==> config.mk <==
export PLATFORM = sky130hd
export DESIGN_NAME = crsd_ram
export DESIGN_NICKNAME = d
export VERILOG_FILES = /design/src/sv/crsd_ram.sv
export SDC_FILE = /design/constraint.sdc
export NUM_CORES = 2
export LEC_CHECK = 0
export ABC_CLOCK_PERIOD_IN_PS = 2400
export BUFFER_PORTS_ARGS = -buffer_cell sky130_fd_sc_hd__clkbuf_2
export CORE_UTILIZATION = 45
export DETAILED_ROUTE_END_ITERATION = 12
export GPL_TIMING_DRIVEN = 0
export HOLD_SLACK_MARGIN = 0.08
export REMOVE_ABC_BUFFERS = 1
export SETUP_SLACK_MARGIN = 0.02
export SYNTH_ARGS = -nofsm -noshare
export SYNTH_HDL_FRONTEND = slang
export SYNTH_SLANG_ARGS = --single-unit
==> constraint.sdc <==
create_clock -name aclk -period 2.4 [get_ports aclk]
set_input_delay 0.24 -clock aclk [delete_from_list [all_inputs] [get_ports aclk]]
set_output_delay 0.24 -clock aclk [all_outputs]
set_load 0.005 [all_outputs]
==> src/sv/crsd_ram.sv <==
// Generic single-write, single-read synchronous RAM with registered read data.
// No dependencies.
module crsd_ram #(
    parameter int WIDTH = 8,
    parameter int DEPTH = 256
) (
    input  logic                     aclk,
    input  logic                     we,
    input  logic [$clog2(DEPTH)-1:0] waddr,
    input  logic [WIDTH-1:0]         wdata,
    input  logic [$clog2(DEPTH)-1:0] raddr,
    output logic [WIDTH-1:0]         rdata
);
    logic [WIDTH-1:0] mem [DEPTH];

    always_ff @(posedge aclk) begin
        if (we) mem[waddr] <= wdata;
        rdata <= mem[raddr];
    end
endmodule

Yosys cells after proc, flatten, opt, wreduce, memory -nomap -nowiden
Memories as Yosys holds them, arrays and structs flattened. A register that Yosys moved wholly into a read port is not among the register bits.
Index checks and enable logic that the tools add are counted.

storage, ports and cells
  register bits = 0
  RAM bits = 2,048
  output and inout bits = 8
  memories = 1

memories
  memory  words  width  rd ports  clocked after memory_dff  wr ports  RTL line  text
  mem     256    8      1         1                         1         14        logic [WIDTH-1:0] mem [DEPTH];

operators by class
  multiplexer cells = 2

operators with widths
  operator          count
  2-to-1 mux 1 bit  2

Longest topological paths before layout
  word-level depth = 2
  gate-level depth with buffers = 11

Worst setup path before layout
No wires, ideal clock.

  path type = input to register
  start = input port raddr[0]
  end = register rdata[2] (read register of mem)
  arrival = 2,047 ps
  data required time = 2,269 ps
  setup slack = 222 ps
  stages = 9
  path buffers = 4
  path through = buf_6 > buf_12 > buf_8 > buf_2 > mux4_2 > a22oi_1 > a21oi_1 > nor4_1 > nor4_2

RTL lines
  what             RTL line  text
  start, declared  11        input logic [$clog2(DEPTH)-1:0] raddr,
  end, declared    12        output logic [WIDTH-1:0] rdata

==> results by group <==
Status
  • Outcome: finished, violations left
  • Failing checks: setup timing

Detailed routing
  • Vias per cell: 6.08
  • Drc violations: 0
  • Via count: between 30000 and 40000
  • Drt first pass iters: 5
  • DRT iter0 DRCs: 4308
  • Final ANT Viol Nets: 0
  • Post-Route WL: about 200000 um
  • WL/cell: 31.8 um

Synthesis
  • Gate count after technology mapping: 3733
  • Most used DFF post-synth: edfxtp_1
  • Synth warnings: 0
  • Post-synth ARST share: 0
  • Number of synthesized register bits: 2056
  • Post-Syn Area: 0.0796 mm2
  • Post-synth EDFFs: 2048
  • Synth cell types: 55
  • Avg Synthesized Cell Area: 21.3 um2
  • Seq/Total Area, Yosys: 0.775

Global route
  • GRT Resource Usage Total: 0.225
  • Gr ovfl total: 0
  • Vias in the first global route: 38600
  • First-pass GRT wire length: 286000 um
  • Initial antenna violation count: 7
  • Largest net degree at the start of global routing: around 150

STA
  • Hold Fails Final Rpt: 0
  • Slew @ Worst Pin: 1.25 ns
  • Final min period: 2.50 ns
  • Final setup viols: 67
  • WHS: 0.0360 ns
  • Tcrit/Tclk final: 1.04
  • Worst rel slew slack: 0.163
  • Clk_skew: 0.0295 ns
  • Setup TNS: -3.09 ns
  • Max-slew violation count: 0
  • Unrepaired setup endpoints after global routing: true
  • Setup WS post-layout: -0.0963 ns
  • Max frequency: 401 MHz

Critical path
  • CP cell instances: mux4_2, mux4_2, nor2b_4, nor4_4, nor4_4
  • Cell count of the worst reg-to-reg path: 5
  • CP max FO: 1
  • Worst path required time: 3.08 ns
  • Crit path max-delay cell type: nor4_4
  • Max incr delay on CP: about 0.63 ns
  • Critical Path End Type: flip-flop
  • Worst path arrival time: 3.18 ns
  • Critical path class: flip-flop to flip-flop
  • Startpoint types: flip-flop

Floorplanning
  • Ports: 34
  • Core ar.: around 0.17 mm2
  • Die Y: approximately 420 um
  • Die X: 422 um
  • Die area: 0.178 mm2
  • Initial Util: 0.455
  • Core Rows: approximately 150

CTS
  • CTS tree: done
  • CTS H-tree depth: 4
  • Clock Sinks: 2056
  • Reg clk slew, reported paths: 0.06 ns
  • CTS Buf Count: 196
  • Clk buf depth: 3
  • Skew-Pair Late Insertion Delay: 0.83 ns
  • Root buffer cell: clkbuf_16

Layout
  • Layout cells sized above 1: 0.243
  • Commonest non-fill, non-tap cell in the layout: edfxtp_1
  • Nets: 3859
  • Final non-filler cell area: between 0.09 and 0.1 mm2
  • Layout area overhead: 13.7%
  • Util after Layout: 0.517
  • Number of filler cells placed in the layout: about 13000
  • Most frequent cells in the layout: edfxtp_1, mux4_2, nor2_1

Place
  • Routability cong.: roughly 0.79
  • Post-DP HPWL: roughly 120000 um
  • Port Buf Inserts: 33
  • Placed cell area: 0.0828 mm2

Hold path
  • Cell depth of the worst hold path: 1
  • Hold crit path type: primary input to flip-flop

Power and ir drop
  • Tot Pwr: 73.8 mW
  • PwrDens: around 820 mW/mm2
  • Seq pwr share: 0.537
  • Sw Ratio: 0.215
  • Leak: approximately 28 nW
  • P_int: between 50 and 60 mW
  • Max VDD drop: 0.000584 V
  • NetSw: 15.8 mW
  • Combinational power share: 0.054
  • Clk network pwr share: 0.410

Run
  • Max-cap viol count: 0
## layout make-up
type | instances | area, um2 | share of cell area
Sequential cell | 2056 | 61700 | 0.682
Antenna cell | 6 | 15.0 | 0.000166
Inverter | 2 | 12.5 | 0.000138
Timing Repair Buffer | 135 | 2490 | 0.0276
Tap cell | 2325 | 2910 | 0.0322
Multi-Input combinational cell | 1442 | 17100 | 0.189
Clock buffer | 250 | 5240 | 0.0580
Clock inverter | 120 | 972 | 0.0108
## cell families (layout without fill, tap and decap cells)
group / count (synthesis) / count (layout) / share of synthesized area
flops: 2056 / 2056 / 0.775
mux: 591 / 591 / 0.146
simple gates: 466 / 466 / 0.0263
compound gates: 385 / 385 / 0.0342
buf+inv: 235 / 507 / 0.0183
other cells: 0 / 6 / 0
## through the flow
stage,instances,worst slack (ns)
5_1_grt,6334,-0.180
2_1_floorplan,3500,-0.248
3_5_place_dp,5919,-3.28
3_3_place_gp,5858,-20.64
4_1_cts,6326,-0.119
6_report,6336,-0.0963
## layer usage
metal  up-vias  global-route usage  wire [um]
li1      16000                   -          -
met1     20700               0.317      83300
met2      1562               0.364      99300
met3       311              0.0367      13600
met4         8              0.0646       5380
met5         -                   0         35
## Yosys cell counts (10+ instances only)
| master | number | share of area |
|---|---|---|
| a211oi_1 | 16 | 0.0015 |
| nand2_1 | 33 | 0.0016 |
| o211ai_1 | 10 | 0.00094 |
| nor4_1 | 24 | 0.0019 |
| buf_1 | 22 | 0.0010 |
| a221oi_1 | 13 | 0.0014 |
| buf_8 | 13 | 0.0025 |
| nor3_1 | 22 | 0.0014 |
| nor2_1 | 282 | 0.013 |
| nand3_1 | 34 | 0.0021 |
| nand4_1 | 10 | 0.00079 |
| buf_2 | 31 | 0.0020 |
| buf_6 | 21 | 0.0030 |
| buf_4 | 27 | 0.0025 |
| a22oi_1 | 133 | 0.013 |
| o22ai_1 | 28 | 0.0022 |
| clkbuf_1 | 111 | 0.0052 |
| mux4_2 | 454 | 0.13 |
| o221ai_1 | 46 | 0.0051 |
| mux2i_1 | 134 | 0.017 |
| nor2b_1 | 31 | 0.0024 |
| o21ai_0 | 10 | 0.00063 |
| a21oi_1 | 96 | 0.0060 |
| edfxtp_1 | 2048 | 0.77 |
## power groups by stage
stage	logic, mW	clock network, mW	registers (mW)
2_1_floorplan	1.39	0	40.4
3_3_place_gp	4.93	0	40.6
3_5_place_dp	3.60	0	40.4
4_1_cts	3.97	30.6	39.6
5_1_grt	4.14	31.8	39.6
6_report	3.98	30.2	39.6
## worst paths after layout
| path | slack, ns | from | endpoint |
|---|---|---|---|
| setup reg to reg | -0.1 | mem[67][0] | rdata[0] |
| hold / removal | 0.04 | wdata[6] | mem[57][6] |
| hold reg to reg | 1.07 | mem[40][3] | rdata[3] |
| setup / recovery | -0.1 | mem[67][0] | rdata[0] |
## timing repair
item                       CTS  global route
cloned                      20             2
setup buffers               13             2
setup endpoints to repair   93           232
hold endpoints to repair   230             0
gates resized for setup     88            20
hold buffers                 4             0
pin swaps                   17            14
## worst max-delay path: cells and delay by family, from the launching register on
| kind | cells | cell delay (ns) |
|---|---|---|
| DFF | 1 | 0.36 |
| muxes | 2 | 1.03 |
| and+or+nand+nor | 3 | 0.95 |
## state kept, by name (all words and copies together) (netlist names)
name / cells
mem: 2048
rdata: 8
(Power assumes the default switching activity.)
