===== src/sv/crsd_pkg.sv =====
// Shared types, codes and GF(2^8) arithmetic for the Cauchy RS erasure decoder.
// No dependencies; used by every other file of the block but crsd_ram.
package crsd_pkg;

    typedef enum logic [1:0] {
        OP_LOAD   = 2'd0,
        OP_DECODE = 2'd1,
        OP_READ   = 2'd2,
        OP_NONE   = 2'd3
    } op_t;

    typedef enum logic [2:0] {
        STS_OK       = 3'd0,
        STS_NONE     = 3'd1,
        STS_TOO_MANY = 3'd2,
        STS_SINGULAR = 3'd3,
        STS_BADCFG   = 3'd4
    } status_t;

    typedef enum logic [1:0] {
        REG_SOURCE_UNITS = 2'd0,
        REG_PARITY_UNITS = 2'd1,
        REG_UNIT_BYTES   = 2'd2,
        REG_FIELD_POLY   = 2'd3
    } reg_idx_t;

    typedef enum logic [5:0] {
        ST_IDLE, ST_RD, ST_SEL, ST_CC_GO, ST_CC_WT,
        ST_BL_RD, ST_BL_U, ST_BL_EL, ST_BL_WT,
        ST_PV_RD, ST_PV_CK, ST_SW_A, ST_SW_B, ST_SW_C, ST_SW_D,
        ST_NM_RD, ST_NM_GO, ST_NM_WT, ST_NM_A, ST_NM_B,
        ST_EL_RD, ST_EL_CK, ST_EL_A, ST_EL_B, ST_EL_C,
        ST_RB_E, ST_RB_CLR, ST_RB_CRD, ST_RB_CCK, ST_RB_A, ST_RB_B, ST_RB_C
    } state_t;

    // shift-and-add product, reduced by the programmable polynomial
    function automatic logic [7:0] gf_mul(input logic [7:0] a, input logic [7:0] b,
                                          input logic [7:0] poly);
        logic [7:0] acc;
        logic [7:0] aa;
        logic       carry;
        acc = 8'd0;
        aa  = a;
        for (int i = 0; i < 8; i++) begin
            if (b[i]) acc = acc ^ aa;
            carry = aa[7];
            aa    = {aa[6:0], 1'b0};
            if (carry) aa = aa ^ poly;
        end
        return acc;
    endfunction

endpackage


===== src/sv/crsd_gf_inv.sv =====
// Iterative GF(2^8) inverse: tries one candidate per cycle, smallest first.
// Depends on crsd_pkg (gf_mul). Result 0 means no inverse exists.
module crsd_gf_inv (
    input  logic       aclk,
    input  logic       aresetn,
    input  logic       start,
    input  logic [7:0] x,
    input  logic [7:0] poly,
    output logic       done,
    output logic [7:0] inv
);
    logic       busy_reg, busy_next;
    logic       done_reg, done_next;
    logic [7:0] b_reg, b_next;
    logic [7:0] x_reg, x_next;
    logic [7:0] res_reg, res_next;

    always_comb begin
        busy_next = busy_reg;
        done_next = 1'b0;
        b_next    = b_reg;
        x_next    = x_reg;
        res_next  = res_reg;
        if (start) begin
            busy_next = 1'b1;
            b_next    = 8'd1;
            x_next    = x;
        end else if (busy_reg) begin
            if (crsd_pkg::gf_mul(x_reg, b_reg, poly) == 8'd1) begin
                res_next  = b_reg;
                done_next = 1'b1;
                busy_next = 1'b0;
            end else if (b_reg == 8'hFF) begin
                res_next  = 8'd0;
                done_next = 1'b1;
                busy_next = 1'b0;
            end else begin
                b_next = b_reg + 8'd1;
            end
        end
    end

    always_ff @(posedge aclk) begin
        if (!aresetn) begin
            busy_reg <= 1'b0;
            done_reg <= 1'b0;
        end else begin
            busy_reg <= busy_next;
            done_reg <= done_next;
        end
        b_reg   <= b_next;
        x_reg   <= x_next;
        res_reg <= res_next;
    end

    assign done = done_reg;
    assign inv  = res_reg;
endmodule


===== config.mk =====
export PLATFORM = sky130hd
export DESIGN_NAME = crsd_gf_inv
export DESIGN_NICKNAME = d
export VERILOG_FILES = /design/src/sv/crsd_pkg.sv /design/src/sv/crsd_gf_inv.sv
export SDC_FILE = /design/constraint.sdc
export NUM_CORES = 1
export LEC_CHECK = 0
export BUFFER_PORTS_ARGS = -buffer_cell sky130_fd_sc_hd__clkbuf_2
export CAP_MARGIN = 20
export CORE_ASPECT_RATIO = 0.9
export CORE_MARGIN = 5
export CORE_UTILIZATION = 50
export DETAILED_ROUTE_END_ITERATION = 8
export HOLD_SLACK_MARGIN = 0.12
export PLACE_DENSITY = 0.82
export SYNTH_ARGS = -nofsm -noshare
export SYNTH_HDL_FRONTEND = slang
export SYNTH_SLANG_ARGS = --single-unit

===== constraint.sdc =====
create_clock -name aclk -period 5.2 [get_ports aclk]
set_input_delay 0.52 -clock aclk [delete_from_list [all_inputs] [get_ports aclk]]
set_output_delay 0.52 -clock aclk [all_outputs]
set_load 0.01 [all_outputs]

# Yosys cells after proc, flatten, opt, wreduce, memory -nomap -nowiden
# Cells that the tools add are included.
[totals] input_bits=19 regBits=26 elab_cells=84 out_inout_bits=9
[op_classes] add_sub_neg=1 reduce_logical=4 bitwise=19 eq_ne=2 mux=53
[op_table] cell="two-way mux 8 bit" count=47
[op_table] cell="bitwise XOR 8 bit" count=14
[op_table] cell="adder 8 x 1 -> 8 bit, second input constant" count=1
[op_table] cell="equality test 8 x 1 -> 1 bit, second input constant" count=1
[op_table] cell="equality test 8 bit, second input constant" count=1
[op_table] cell="two-way mux 1 bit" count=6
[op_table] cell="AND reduction 3 bit" count=2
[op_table] cell="NOT 1 bit" count=5
[op_table] cell="OR reduction 3 bit" count=1
[op_table] cell="nonzero test 2 bit" count=1

# Depth between registers and ports, before layout
[depth] ltp_word=36 ltp_mapped=19 ltp_nobuf=15

# Worst setup path before layout
# OpenSTA, ideal clock, no wires.
[synth_path] kind="in2reg" from="in poly[7]" to="reg res_reg[0] (netlist: inv[0]), enable pin" setup_slack_ns=-0.248 n_path_buf=1 setup_ns=0.385 stages=16 arrival_ns=5.062 path_cell_list="buf_2 -> mux2_2 -> a221oi_4 -> xor2_2 -> a211oi_1 -> o21ai_0 -> a211oi_4 -> mux2_1 -> xnor3_1 -> xor2_1 -> xor3_1 -> or3_1 -> o21ai_2 -> nand3_1 -> and2_1 -> nor3b_1"
[synth_via] elab_chain_len=35 word_cells_on_any_way=59 classes_between="eq/ne (1); mux (42); bitwise (14); reduce/logical (2)"
[synth_lines] element="start: declaration" line_no="crsd_gf_inv.sv:8" rtl="input logic [7:0] poly,"
[synth_lines] element="bitwise XOR 8 bit" line_no="crsd_pkg.sv:48" rtl="if (carry) aa = aa ^ poly;"
[synth_lines] element="two-way mux 8 bit" line_no="crsd_pkg.sv:48"
[synth_lines] element="two-way mux 8 bit" line_no="crsd_gf_inv.sv:28" rtl="end else if (busy_reg) begin"
[synth_lines] element="two-way mux 8 bit" line_no="crsd_gf_inv.sv:24" rtl="if (start) begin"
[synth_lines] element="bitwise XOR 8 bit" line_no="crsd_pkg.sv:45" rtl="if (b[i]) acc = acc ^ aa;"
[synth_lines] element="two-way mux 8 bit" line_no="crsd_pkg.sv:45"
[synth_lines] element="two-way mux 8 bit" line_no="crsd_gf_inv.sv:28"
[synth_lines] element="two-way mux 8 bit" line_no="crsd_gf_inv.sv:24"
[synth_lines] element="[... 19 more ...]"
[synth_lines] element="two-way mux 8 bit" line_no="crsd_gf_inv.sv:24"
[synth_lines] element="bitwise XOR 8 bit" line_no="crsd_pkg.sv:45"
[synth_lines] element="two-way mux 8 bit (*)" line_no="crsd_pkg.sv:45"
[synth_lines] element="two-way mux 8 bit (*)" line_no="crsd_gf_inv.sv:28"
[synth_lines] element="two-way mux 8 bit (*)" line_no="crsd_gf_inv.sv:24"
[synth_lines] element="equality test 8 x 1 -> 1 bit (*)" line_no="crsd_gf_inv.sv:29" rtl="if (crsd_pkg::gf_mul(x_reg, b_reg, poly) == 8'd1) begin"
[synth_lines] element="nonzero test 2 bit (no source line) (*)"
[synth_lines] element="AND reduction 3 bit (no source line) (*)"
[synth_lines] element="end signal: assignment" line_no="crsd_gf_inv.sv:53" rtl="res_reg <= res_next;"
[synth_lines] element="end: declaration" line_no="crsd_gf_inv.sv:16" rtl="logic [7:0] res_reg, res_next;"
# Mark *: on every way between the ends. The rest lies on a longest branch, timed or not. The select of a mux whose other input is x is not followed.
# A chain may end at the register's enable or synchronous reset.

# Worst setup path after layout
[layout_path] from="reg x_reg[7]" to="reg res_reg[7] (netlist: inv[7]), enable pin"
[layout_via] elab_chain_len=34 word_cells_on_any_way=61 classes_between="eq/ne (1); mux (45); bitwise (13); reduce/logical (2)"
[layout_lines] element="start: declaration" line_no="crsd_gf_inv.sv:15" rtl="logic [7:0] x_reg, x_next;"
[layout_lines] element="start signal: assignment" line_no="crsd_gf_inv.sv:52" rtl="x_reg <= x_next;"
[layout_lines] element="two-way mux 8 bit (on tied branches)" line_no="crsd_pkg.sv:48, crsd_pkg.sv:45"
[layout_lines] element="two-way mux 8 bit" line_no="crsd_gf_inv.sv:28"
[layout_lines] element="two-way mux 8 bit" line_no="crsd_gf_inv.sv:24"
[layout_lines] element="bitwise XOR 8 bit (on tied branches)" line_no="crsd_pkg.sv:45, crsd_pkg.sv:48"
[layout_lines] element="two-way mux 8 bit (on tied branches)" line_no="crsd_pkg.sv:45, crsd_pkg.sv:48"
[layout_lines] element="two-way mux 8 bit" line_no="crsd_gf_inv.sv:28"
[layout_lines] element="two-way mux 8 bit" line_no="crsd_gf_inv.sv:24"
[layout_lines] element="bitwise XOR 8 bit (on tied branches)" line_no="crsd_pkg.sv:45, crsd_pkg.sv:48"
[layout_lines] element="[... 18 more ...]"
[layout_lines] element="two-way mux 8 bit" line_no="crsd_gf_inv.sv:24"
[layout_lines] element="bitwise XOR 8 bit" line_no="crsd_pkg.sv:45"
[layout_lines] element="two-way mux 8 bit (*)" line_no="crsd_pkg.sv:45"
[layout_lines] element="two-way mux 8 bit (*)" line_no="crsd_gf_inv.sv:28"
[layout_lines] element="two-way mux 8 bit (*)" line_no="crsd_gf_inv.sv:24"
[layout_lines] element="equality test 8 x 1 -> 1 bit (*)" line_no="crsd_gf_inv.sv:29"
[layout_lines] element="nonzero test 2 bit (no source line) (*)"
[layout_lines] element="AND reduction 3 bit (no source line) (*)"
# Marks and branches as above.

==> impl_metrics.py <==
metrics = {
    "status": {
        "status": "complete, no violations",
    },
    "setup_path": {
        "critPathTopFamily": "simple AND/OR/NAND/NOR gates",
        "series_of_cell_instances_along_the_critical_path": "buf_6, o21ai_0, and3_1, or4_1, and2_1, o311a_1, a211oi_4, mux2_1, xnor3_2, xor2_2, xor3_1, or3_1, o21ai_2, nand3_1, and2_1, nor3b_2, buf_6",
        "critical_path_required_ns": 5.21,
        "worstSetupPathType": "reg -> reg",
        "crit_fanout": 16,
        "timing.critical_path.from_type": "flip-flop",
        "timing.critical_path.slowest_stage_cell": "sky130_fd_sc_hd__or4_1",
        "timing.critical_path.buf_inv": 2,
        "critPathCaptureType": "flip-flop",
        "max_incr_delay_on_cp_ns": 0.61,
        "arrival_ns": 5.06,
    },
    "grt": {
        "grt_pass1_wl_microns": 20700,
        "grt_util_overall": 0.253,
        "antenna_found_initial": 0,
        "global_route.overflow_total": 0,
        "pin_count_of_the_biggest_net_entering_global_routing": 28,
        "grt_pass1_vias": 4210,
    },
    "clocking": {
        "clock_sink_total": 26,
        "tritoncts_clock_tree": "done",
        "ctsRootBufferMaster": "sky130_fd_sc_hd__clkbuf_8",
        "cts_made_buffers": 3,
        "cts_max_level": 1,
        "clock_insertion_delay_worst_skew_ns": 0.28,
        "ctsLongestPathBuffers": 2,
        "path_clk_slew_ns": 0.11,
    },
    "layout": {
        "layout-area-overhead-vs-synth_pct": 15.5,
        "mostFrequentLayoutCells": "66 x sky130_fd_sc_hd__nand2_1, 58 x sky130_fd_sc_hd__xnor2_1, 42 x sky130_fd_sc_hd__buf_4",
        "final_area_sq_um": 4750,
        "antennaDiodeCount": 0,
        "utilization": 0.592,
        "layout_cells_sized_above_1": 0.204,
        "finish.net_count": 590,
        "layout_commonest_cell": "sky130_fd_sc_hd__nand2_1",
        "finalNonFillerCells": 668,
    },
    "route": {
        "avgRoutedWirePerCell_microns": 19.4,
        "detail_route.wirelength_microns": 12900,
        "drt_pass_1_iters": 5,
        "detail_route.iter0.violations": 648,
        "routed_via_density": 6.59,
        "detailroute.via_count": 4405,
        "drt.antenna.violating_nets": 0,
        "route.detailed.drc": 0,
    },
    "synth": {
        "synth_warnings": 0,
        "synth_edf_count": 16,
        "post_synth_and_or_nand_nor_area_fraction": 0.265,
        "syn_inst": 531,
        "synth_async_sr_flop_share": 0,
        "post_synth_xor_area_fraction": 0.235,
        "dominant_combinational_cell_family_by_area_after_synthesis": "simple AND/OR/NAND/NOR gates",
        "syn-num-nets": 551,
        "synth_area_per_cell_sq_um": 7.75,
        "dominantRegCellSynth": "sky130_fd_sc_hd__edfxtp_1",
        "synth.lib_cells_used.distinct": 79,
        "synth_adder_area_share": 0.00304,
        "synth-seq-cells": 26,
        "mapped_area_sq_um": 4120,
        "seq_area_frac_synth": 0.165,
        "fraction_of_the_mapped_netlist_area_in_compound_gates": 0.234,
        "synthMuxAreaShare": 0.0389,
    },
    "placement": {
        "detailedPlacementHpwl_microns": 9590,
        "routability_cong": 0.968,
        "place_worst_setup_slack_ns": -0.0819,
        "place.port_buffers": 27,
        "numPlacedInstances": 655,
        "dpl_cell_area_sq_um": 4480,
    },
    "floorplanning": {
        "initial_core_util": 0.513,
        "placementRows": 31,
        "core_sq_um": 8030,
        "fp.dieArea_sq_um": 10100,
        "fp.dieH_microns": 96.1,
        "chipWidth_microns": 106,
        "io_pins": 28,
    },
    "sta": {
        "slew_violations": 0,
        "setup-tns-final_ns": 0,
        "timing.final.setup_violations": 0,
        "postLayoutSetupSlackWorst_ns": 0.155,
        "layout_min_cycle_time_ns": 5.04,
        "worst_clock_skew_ns": 0.00308,
        "slew_headroom": 0.521,
        "whs_ns": 0.400,
        "min_period_over_period": 0.970,
        "max_freq_mhz": 198,
        "worstMarginPinSlew_ns": 0.719,
        "timing_hold_violations_final": 0,
    },
    "pwr": {
        "p_leak_nw": 1.79,
        "vdd_ir_drop_max_mv": 0.138,
        "design_power_total_mw": 1.30,
        "power.density_cell_area_nw_per_um2": 274,
    },
    "hold_path": {
        "hold_class": "in -> reg",
    },
    "flow_run": {
        "max_cap_viol_count": 0,
    },
}
## final timing paths
| check | from | to | slack, ns | cells after the start |
|---|---|---|---|---|
| worst max register to register | x_reg[7] | inv[7] | 0.16 | 17 |
| worst max-delay path | x_reg[7] | inv[7] | 0.16 | 17 |
| worst min-delay path | x[7] | x_reg[7] | 0.40 | 1 |
| worst min register to register | busy_reg | done | 0.61 | 1 |
## cells in the mapped netlist, types with 8 or more instances
| library cell | number | area, sq um |
|---|---|---|
| sky130_fd_sc_hd__o31ai_1 | 9 | 67.6 |
| sky130_fd_sc_hd__xnor2_1 | 60 | 526 |
| sky130_fd_sc_hd__nor2_1 | 33 | 124 |
| sky130_fd_sc_hd__clkbuf_1 | 24 | 90.1 |
| sky130_fd_sc_hd__inv_1 | 15 | 56.3 |
| sky130_fd_sc_hd__nand4_1 | 8 | 50.1 |
| sky130_fd_sc_hd__buf_2 | 12 | 60.1 |
| sky130_fd_sc_hd__a211oi_1 | 12 | 90.1 |
| sky130_fd_sc_hd__nor3_1 | 13 | 65.1 |
| sky130_fd_sc_hd__nand3_1 | 18 | 90.1 |
| sky130_fd_sc_hd__xnor3_1 | 9 | 203 |
| sky130_fd_sc_hd__dfxtp_1 | 10 | 200 |
| sky130_fd_sc_hd__o21ai_0 | 18 | 90.1 |
| sky130_fd_sc_hd__a21oi_1 | 26 | 130 |
| sky130_fd_sc_hd__edfxtp_1 | 16 | 480 |
| sky130_fd_sc_hd__nand2_1 | 66 | 248 |
| sky130_fd_sc_hd__and3_1 | 10 | 62.6 |
| sky130_fd_sc_hd__xor2_1 | 21 | 184 |
| sky130_fd_sc_hd__and2_1 | 11 | 68.8 |
## report_power, final
group	switching [mW]	total, mW	leakage, nW	internal [mW]
logic	0.450	0.869	1.53	0.419
clock network	0.0783	0.182	0.0357	0.103
registers	0.0233	0.250	0.225	0.227
## area by class of cell
class / count / area, sq um
multi-input cells: 450 / 3330
clock inverters: 1 / 30.0
fillers: 708 / 3280
flip-flops and latches: 26 / 681
inverters: 16 / 60.1
repair buffers: 73 / 489
clock buffers: 3 / 41.3
well taps: 99 / 124
## kinds of logic (layout without fill, tap and decap cells)
family / count (synthesis) / count (layout)
AOI/OAI and AO/OA: 129 / 129
xor gates and xnor gates: 93 / 94
adders and majority gates: 1 / 1
buffers and inverters: 56 / 93
DFF: 26 / 26
muxes: 15 / 15
and+or+nand+nor: 211 / 211
## layer usage
layer | part of all wire | global-route usage | up-vias
li1 | - | - | 2006
met5 | 0 | 0 | -
met2 | 0.45 | 0.410 | 284
met4 | 0.026 | 0.0992 | 0
met1 | 0.41 | 0.334 | 2077
met3 | 0.11 | 0.0490 | 38
## what timing repair did
action                                  4_1_cts  5_1_grt
hold buffers                                  0        0
cloned                                        0        1
endpoints found under the setup margin        8       21
pin swaps                                     0        6
resized for setup                             1       22
setup buffers                                 0        8
Power figures use the tool's default switching activity.
